===== src/design/vxr_pkg.sv =====
`default_nettype none
package vxr_pkg;

   // coordinate format
   localparam int COORD_WIDTH = 24;
   localparam int FRAC_BITS   = 12;
   localparam int ANGLE_WIDTH = 16;

   // trig values, signed Q1.15 in 17 bits
   localparam int TRIG_WIDTH = 17;
   localparam int TRIG_FRAC  = 15;
   localparam logic [TRIG_WIDTH-1:0] TRIG_ONE = TRIG_WIDTH'(32768);

   // product and sum widths of one rotated component
   localparam int PROD_WIDTH = COORD_WIDTH + TRIG_WIDTH;
   localparam int SUM_WIDTH  = PROD_WIDTH + 1;

   // beat widths
   localparam int VEC_WIDTH  = 3 * COORD_WIDTH;
   localparam int DATA_WIDTH = 2 * VEC_WIDTH;

   // polynomial for sin(u*pi/2), u in Q30
   localparam int Q30_WIDTH = 31;
   localparam int PROD_Q30_WIDTH = 2 * Q30_WIDTH;
   localparam logic [Q30_WIDTH-1:0] Q30_ONE = Q30_WIDTH'(1 << 30);
   localparam logic [Q30_WIDTH-1:0] K_C1  = Q30_WIDTH'(1686629713);
   localparam logic [Q30_WIDTH-1:0] K_C3  = Q30_WIDTH'(693598668);
   localparam logic [Q30_WIDTH-1:0] K_C5  = Q30_WIDTH'(85569306);
   localparam logic [Q30_WIDTH-1:0] K_C7  = Q30_WIDTH'(5026995);
   localparam logic [Q30_WIDTH-1:0] K_C9  = Q30_WIDTH'(172272);
   localparam logic [Q30_WIDTH-1:0] K_C11 = Q30_WIDTH'(3864);
   localparam int POLY_STEPS = 6;
   localparam int STEP_WIDTH = $clog2(POLY_STEPS + 1);

   // csr
   localparam int CSR_ADDR_WIDTH = 3;
   localparam int CSR_DATA_WIDTH = 32;

   typedef logic signed [COORD_WIDTH-1:0] coord_type;
   typedef logic signed [TRIG_WIDTH-1:0]  trig_val_type;
   typedef logic signed [PROD_WIDTH-1:0]  prod_type;
   typedef logic signed [SUM_WIDTH-1:0]   sum_type;

   // x in the lowest bits
   typedef struct packed {
      coord_type z;
      coord_type y;
      coord_type x;
   } vec_type;

   typedef struct packed {
      trig_val_type cos_val;
      trig_val_type sin_val;
   } trig_type;

   typedef enum logic [1:0] {
      AXIS_X    = 2'd0,
      AXIS_Y    = 2'd1,
      AXIS_Z    = 2'd2,
      AXIS_NONE = 2'd3
   } axis_type;

   typedef enum logic {
      REG_ANGLE = 1'b0,
      REG_AXIS  = 1'b1
   } reg_idx_type;

   typedef enum logic [1:0] {
      TRIG_IDLE,
      TRIG_MUL,
      TRIG_ACC
   } trig_state_type;

   // coefficient subtracted at horner step idx, innermost first
   function automatic logic [Q30_WIDTH-1:0] poly_coef(input logic [STEP_WIDTH-1:0] idx);
      logic [Q30_WIDTH-1:0] k;
      case (idx)
         STEP_WIDTH'(1): k = K_C9;
         STEP_WIDTH'(2): k = K_C7;
         STEP_WIDTH'(3): k = K_C5;
         STEP_WIDTH'(4): k = K_C3;
         STEP_WIDTH'(5): k = K_C1;
         default:        k = K_C11;
      endcase
      return k;
   endfunction

   // drop the Q15 trig fraction, half rounds up, saturate to the coordinate range
   function automatic coord_type round_sat(input sum_type sum);
      sum_type t;
      coord_type r;
      t = (sum + SUM_WIDTH'(1 << (TRIG_FRAC - 1))) >>> TRIG_FRAC;
      if ((&t[SUM_WIDTH-1:COORD_WIDTH-1]) || !(|t[SUM_WIDTH-1:COORD_WIDTH-1])) begin
         r = t[COORD_WIDTH-1:0];
      end else if (t[SUM_WIDTH-1]) begin
         r = {1'b1, {(COORD_WIDTH-1){1'b0}}};
      end else begin
         r = {1'b0, {(COORD_WIDTH-1){1'b1}}};
      end
      return r;
   endfunction

endpackage
`default_nettype wire


===== src/design/vxr_trig_gen.sv =====
`default_nettype none
module vxr_trig_gen (
   input  wire logic                           clock,
   input  wire logic                           reset,
   input  wire logic                           start,
   input  wire logic [vxr_pkg::ANGLE_WIDTH-1:0] angle,
   output vxr_pkg::trig_type                   trig,
   output logic                                busy
);
   import vxr_pkg::*;

   trig_state_type state_ff, state_in;
   logic [STEP_WIDTH-1:0] idx_ff, idx_in;
   logic half_ff, half_in;
   logic [1:0] quad_ff, quad_in;
   logic [Q30_WIDTH-1:0] u_ff, u_in;
   logic [Q30_WIDTH-1:0] u2_ff, u2_in;
   logic [Q30_WIDTH-1:0] acc_ff, acc_in;
   logic [PROD_Q30_WIDTH-1:0] prod_ff, prod_in;
   logic [TRIG_WIDTH-1:0] s0_ff, s0_in;
   trig_type trig_ff, trig_in;

   logic [Q30_WIDTH-1:0] op_a, op_b, prod_top;
   logic [Q30_WIDTH+1:0] rnd;
   logic [TRIG_WIDTH-1:0] mag;

   always_ff @(posedge clock) begin
      if (reset) begin
         state_ff <= TRIG_IDLE;
         trig_ff.cos_val <= $signed(TRIG_ONE);
         trig_ff.sin_val <= '0;
      end else begin
         state_ff <= state_in;
         trig_ff  <= trig_in;
      end
      idx_ff  <= idx_in;
      half_ff <= half_in;
      quad_ff <= quad_in;
      u_ff    <= u_in;
      u2_ff   <= u2_in;
      acc_ff  <= acc_in;
      prod_ff <= prod_in;
      s0_ff   <= s0_in;
   end

   // shared 31x31 multiplier, one product per mul cycle
   always_comb begin
      op_a = (idx_ff == STEP_WIDTH'(0) || idx_ff == STEP_WIDTH'(POLY_STEPS)) ? u_ff : u2_ff;
      op_b = (idx_ff == STEP_WIDTH'(0)) ? u_ff : acc_ff;
      prod_top = prod_ff[PROD_Q30_WIDTH-2:30];
      rnd = {2'b00, prod_top} + (Q30_WIDTH+2)'(1 << (TRIG_FRAC - 1));
      mag = rnd[TRIG_FRAC+TRIG_WIDTH-1:TRIG_FRAC];
      if (mag > TRIG_ONE) begin
         mag = TRIG_ONE;
      end
   end

   always_comb begin
      state_in = state_ff;
      idx_in   = idx_ff;
      half_in  = half_ff;
      quad_in  = quad_ff;
      u_in     = u_ff;
      u2_in    = u2_ff;
      acc_in   = acc_ff;
      prod_in  = prod_ff;
      s0_in    = s0_ff;
      trig_in  = trig_ff;
      unique case (state_ff)
         TRIG_IDLE: begin
            if (start) begin
               quad_in  = angle[ANGLE_WIDTH-1:ANGLE_WIDTH-2];
               u_in     = {1'b0, angle[ANGLE_WIDTH-3:0], {(32-ANGLE_WIDTH){1'b0}}};
               idx_in   = '0;
               half_in  = 1'b0;
               state_in = TRIG_MUL;
            end
         end
         TRIG_MUL: begin
            prod_in  = PROD_Q30_WIDTH'(op_a) * PROD_Q30_WIDTH'(op_b);
            state_in = TRIG_ACC;
         end
         TRIG_ACC: begin
            if (idx_ff == STEP_WIDTH'(0)) begin
               u2_in    = prod_top;
               acc_in   = K_C11;
               idx_in   = idx_ff + STEP_WIDTH'(1);
               state_in = TRIG_MUL;
            end else if (idx_ff != STEP_WIDTH'(POLY_STEPS)) begin
               acc_in   = poly_coef(idx_ff) - prod_top;
               idx_in   = idx_ff + STEP_WIDTH'(1);
               state_in = TRIG_MUL;
            end else if (!half_ff) begin
               // sine done, now the cosine from the complement
               s0_in    = mag;
               u_in     = Q30_ONE - u_ff;
               half_in  = 1'b1;
               idx_in   = '0;
               state_in = TRIG_MUL;
            end else begin
               case (quad_ff)
                  2'd0: begin
                     trig_in.cos_val = $signed(mag);
                     trig_in.sin_val = $signed(s0_ff);
                  end
                  2'd1: begin
                     trig_in.cos_val = -$signed(s0_ff);
                     trig_in.sin_val = $signed(mag);
                  end
                  2'd2: begin
                     trig_in.cos_val = -$signed(mag);
                     trig_in.sin_val = -$signed(s0_ff);
                  end
                  default: begin
                     trig_in.cos_val = $signed(s0_ff);
                     trig_in.sin_val = -$signed(mag);
                  end
               endcase
               state_in = TRIG_IDLE;
            end
         end
         default: state_in = TRIG_IDLE;
      endcase
   end

   assign trig = trig_ff;
   assign busy = (state_ff != TRIG_IDLE);

endmodule
`default_nettype wire


===== config.mk =====
export PLATFORM = sky130hd
export DESIGN_NAME = vxr_trig_gen
export DESIGN_NICKNAME = d
export VERILOG_FILES = /design/src/design/vxr_pkg.sv /design/src/design/vxr_trig_gen.sv
export SDC_FILE = /design/constraint.sdc
export NUM_CORES = 2
export LEC_CHECK = 0
export BUFFER_PORTS_ARGS = -buffer_cell sky130_fd_sc_hd__buf_2
export CORE_MARGIN = 1
export CORE_UTILIZATION = 65
export DETAILED_ROUTE_END_ITERATION = 8
export PLACE_DENSITY = 0.87
export RECOVER_POWER = 25
export SETUP_SLACK_MARGIN = 0.5
export SLEW_MARGIN = 20
export SYNTH_ARGS = -nofsm -noshare
export SYNTH_HDL_FRONTEND = slang
export SYNTH_SLANG_ARGS = --single-unit

===== constraint.sdc =====
create_clock -name clock -period 10.1 [get_ports clock]
set_input_delay 0.505 -clock clock [delete_from_list [all_inputs] [get_ports clock]]
set_output_delay 0.505 -clock clock [all_outputs]
set_load 0.05 [all_outputs]

==> results.md <==
* DRT Wirelength at 128 mm
* Final-stage net count at 5679
* Setup TNS at 0 ps
* Worst min path class: input port to register
* Commonest non-fill, non-tap cell in the layout: inv_1
* Post-synth EDFFs at 145
* Worst skew pair latency at 450 ps
* H-tree levels at 4
* CP max stage cell: fa_1
* Final period util at 93.5%
* Netlist Area Pre-Place at 0.0405 sq mm
* Antenna violations before repair at 9
* Clk_skew at 9.78 ps
* Relative slew slack at -117%
* Die area at 0.0634 sq mm
* Area of the multi-input gates at 0.0316 sq mm
* Hold Buf Count CTS at 0
* Metal3 WL at 17.6 mm
* WL met2 at 56.1 mm
* FF+latch area at 0.00507 sq mm
* Endpoints failing hold at 0
* CTS tree: done
* Peak Freq at 0.106 GHz
* Die H at 252 um
* Yosys cell types at 86
* Layout fillers at 4600
* Iter 0 DRT Violations at 4179
* Via density at 6.24
* Status: complete, but fails checks
* Max clock buf depth at 2
* Top Metal Used: met5
* Rows at 91
* Worst Tran Pin Value at 3240 ps
* Synth Net Count at 5669
* Final Max Tran Viols at 77
* RePlAce Congestion at 1.07
* First-pass GRT wire length at 195 mm
* Slowest stage delay, CP at 600 ps
* Vias at 33636
* Crit Path Max Fanout at 27
* Register bit total from synthesis at 181
* Most used cell, CP: fa_1
* Most frequent cells in the layout: 848 x inv_1, 836 x fa_1, 651 x nor2_1, 631 x nand2_1, 284 x ha_1
* Total track usage at 41.1%
* Warnings from Yosys at 0
* Prevailing post-synth register cell: edfxtp_1
* Syn-to-layout area delta at 6.52%
* Clock-pin slew on the worst setup and hold paths at 80 ps
* Async SR Flop Fraction at 0%
* RSZ-0062 raised after global routing: false
* Post-route ant nets at 0
* Share of cells above drive strength 1 at 7.14%
* CTS Root Cell: clkbuf_16
* Post-synthesis cell count at 4529
* Syn_area_per_cell at 8.95 sq um
* Drt drc at 0
* CTS sink cnt at 181
* Max-cap violation count at 2
* I/O pin count at 54
* Inserted Clock Buffers at 17
* Die width at 252 um
* DP HPWL at 102 mm
* WL met1 at 44.1 mm
* Worst EP arrival at 9650 ps
* Critical path class: register to register
* Setup crit end kind: register
* Core ar. at 0.0617 sq mm
* Violated checks: capacitance limit, slew limit
* Drt wl/cell at 23.7 um
* Critical path launch point type: register
* Min Tclk post-route at 9440 ps
* Vias in the first global route at 34444
* Initial core utilization at 65.7%
* Final setup violation count at 0
* Sequential area share after synthesis at 12.5%
* Remaining Overflow, GRT at 0
* DRT Pass-1 Iters at 9
* IO Port Bufs at 53
* Largest net degree at the start of global routing at 79
* Worst EP required at 10300 ps
## stage by stage
step	util [%]	instance area, sq um	hold slack (ps)	instances	setup WS, ps
2_1_floorplan	-	40500	421	4529	760
3_3_place_gp	68.4	42200	421	5333	706
3_5_place_dp	68.4	42200	429	5333	528
4_1_cts	69.4	42800	237	5365	530
5_1_grt	70.0	43200	242	5389	391
6_report	70.0	43200	239	5392	657
## cells in the mapped netlist (7+ instances only)
| library cell | count | area share, % |
|---|---|---|
| or2_2 | 15 | 0.23 |
| nor2b_1 | 16 | 0.25 |
| a31oi_1 | 23 | 0.35 |
| or3_1 | 14 | 0.22 |
| a211oi_1 | 16 | 0.30 |
| nor2_1 | 652 | 6.0 |
| mux2_2 | 31 | 0.86 |
| nand4_1 | 25 | 0.39 |
| buf_1 | 12 | 0.11 |
| mux2i_1 | 69 | 1.7 |
| nor3_1 | 45 | 0.56 |
| edfxtp_1 | 145 | 11 |
| and3_1 | 11 | 0.17 |
| nor4_1 | 14 | 0.22 |
| fa_1 | 836 | 41 |
| inv_1 | 849 | 7.9 |
| a21oi_1 | 99 | 1.2 |
| xor2_1 | 36 | 0.78 |
| ha_1 | 285 | 8.8 |
| and2_1 | 17 | 0.26 |
| o211ai_1 | 13 | 0.24 |
| buf_2 | 11 | 0.14 |
| nand2b_1 | 31 | 0.48 |
| o21a_1 | 17 | 0.31 |
| xnor2_1 | 64 | 1.4 |
| nand2_1 | 632 | 5.9 |
| clkbuf_1 | 199 | 1.8 |
| nand3_1 | 45 | 0.56 |
| a21o_1 | 49 | 0.91 |
| o221ai_1 | 7 | 0.15 |
| dfxtp_1 | 36 | 1.8 |
| o21ai_0 | 93 | 1.1 |
## worst max-delay path: cells and delay by family, from the launching register on
family / cells / cell delay [ps]
flip-flops: 1 / 420
multiplexers: 1 / 260
buffers and inverters: 7 / 1240
XOR/XNOR: 1 / 150
AND/OR/NAND/NOR: 2 / 250
AO/OA/AOI/OAI: 8 / 1930
adder cells (fa/ha/maj): 10 / 4900
## final timing paths
kind | startpoint | endpoint | slack [ps] | cells past startpoint
worst max-delay path | idx_ff[0]$_SDFFCE_PN0P_ | prod_ff[60]$_DFFE_PN_ | 660 | 29
worst min-delay path | angle[15] | quad_ff[1]$_DFFE_PP_ | 240 | 1
worst max register to register | idx_ff[0]$_SDFFCE_PN0P_ | prod_ff[60]$_DFFE_PN_ | 660 | 29
worst min register to register | trig[9]$_SDFFE_PP0P_ | trig[9]$_SDFFE_PP0P_ | 440 | 2
## state kept, by name (all words and copies together), names as in the netlist
register	flops
idx_ff	3
u_ff	29
prod_ff	31
acc_ff	31
quad_ff	2
state_ff	2
trig	34
half_ff	1
u2_ff	31
s0_ff	17
## per-layer routing
metal / track usage, % / up-vias
li1: - / 13972
met1: 51.3 / 16365
met2: 62.8 / 2589
met3: 12.6 / 696
met4: 25.5 / 14
met5: 0 / -
## cell families (layout without fill, tap and decap cells)
kind of cell	Yosys count	after routing	synth area share [%]
muxes	106	106	2.91
xor gates and xnor gates	100	100	2.16
and+or+nand+nor	1543	1544	15.8
adders and majority gates	1121	1121	50.1
DFF	181	181	12.5
buffers and inverters	1079	1101	10.1
AOI/OAI and AO/OA	398	398	6.46
other	1	4	0.00925
## final cells by class
cell class	instances	share of cell area, %
flip-flops and latches	181	11.8
repair buffers	217	3.69
clock inverters	15	0.440
inverters	852	7.41
well taps	837	2.43
multi-input cells	3270	73.3
clock buffers	17	0.985
diodes	3	0.0174
## what timing repair did
action                                  in CTS  in global routing
endpoints found under the setup margin       1                 23
gates resized for setup                      1                 20
cloned                                       0                  3
buffers inserted                             0                 21
pin swaps                                    0                  2
Power is left out: the tool's default activity adds up to more than one toggle a clock period on the data nets, which glitch-free logic cannot reach.
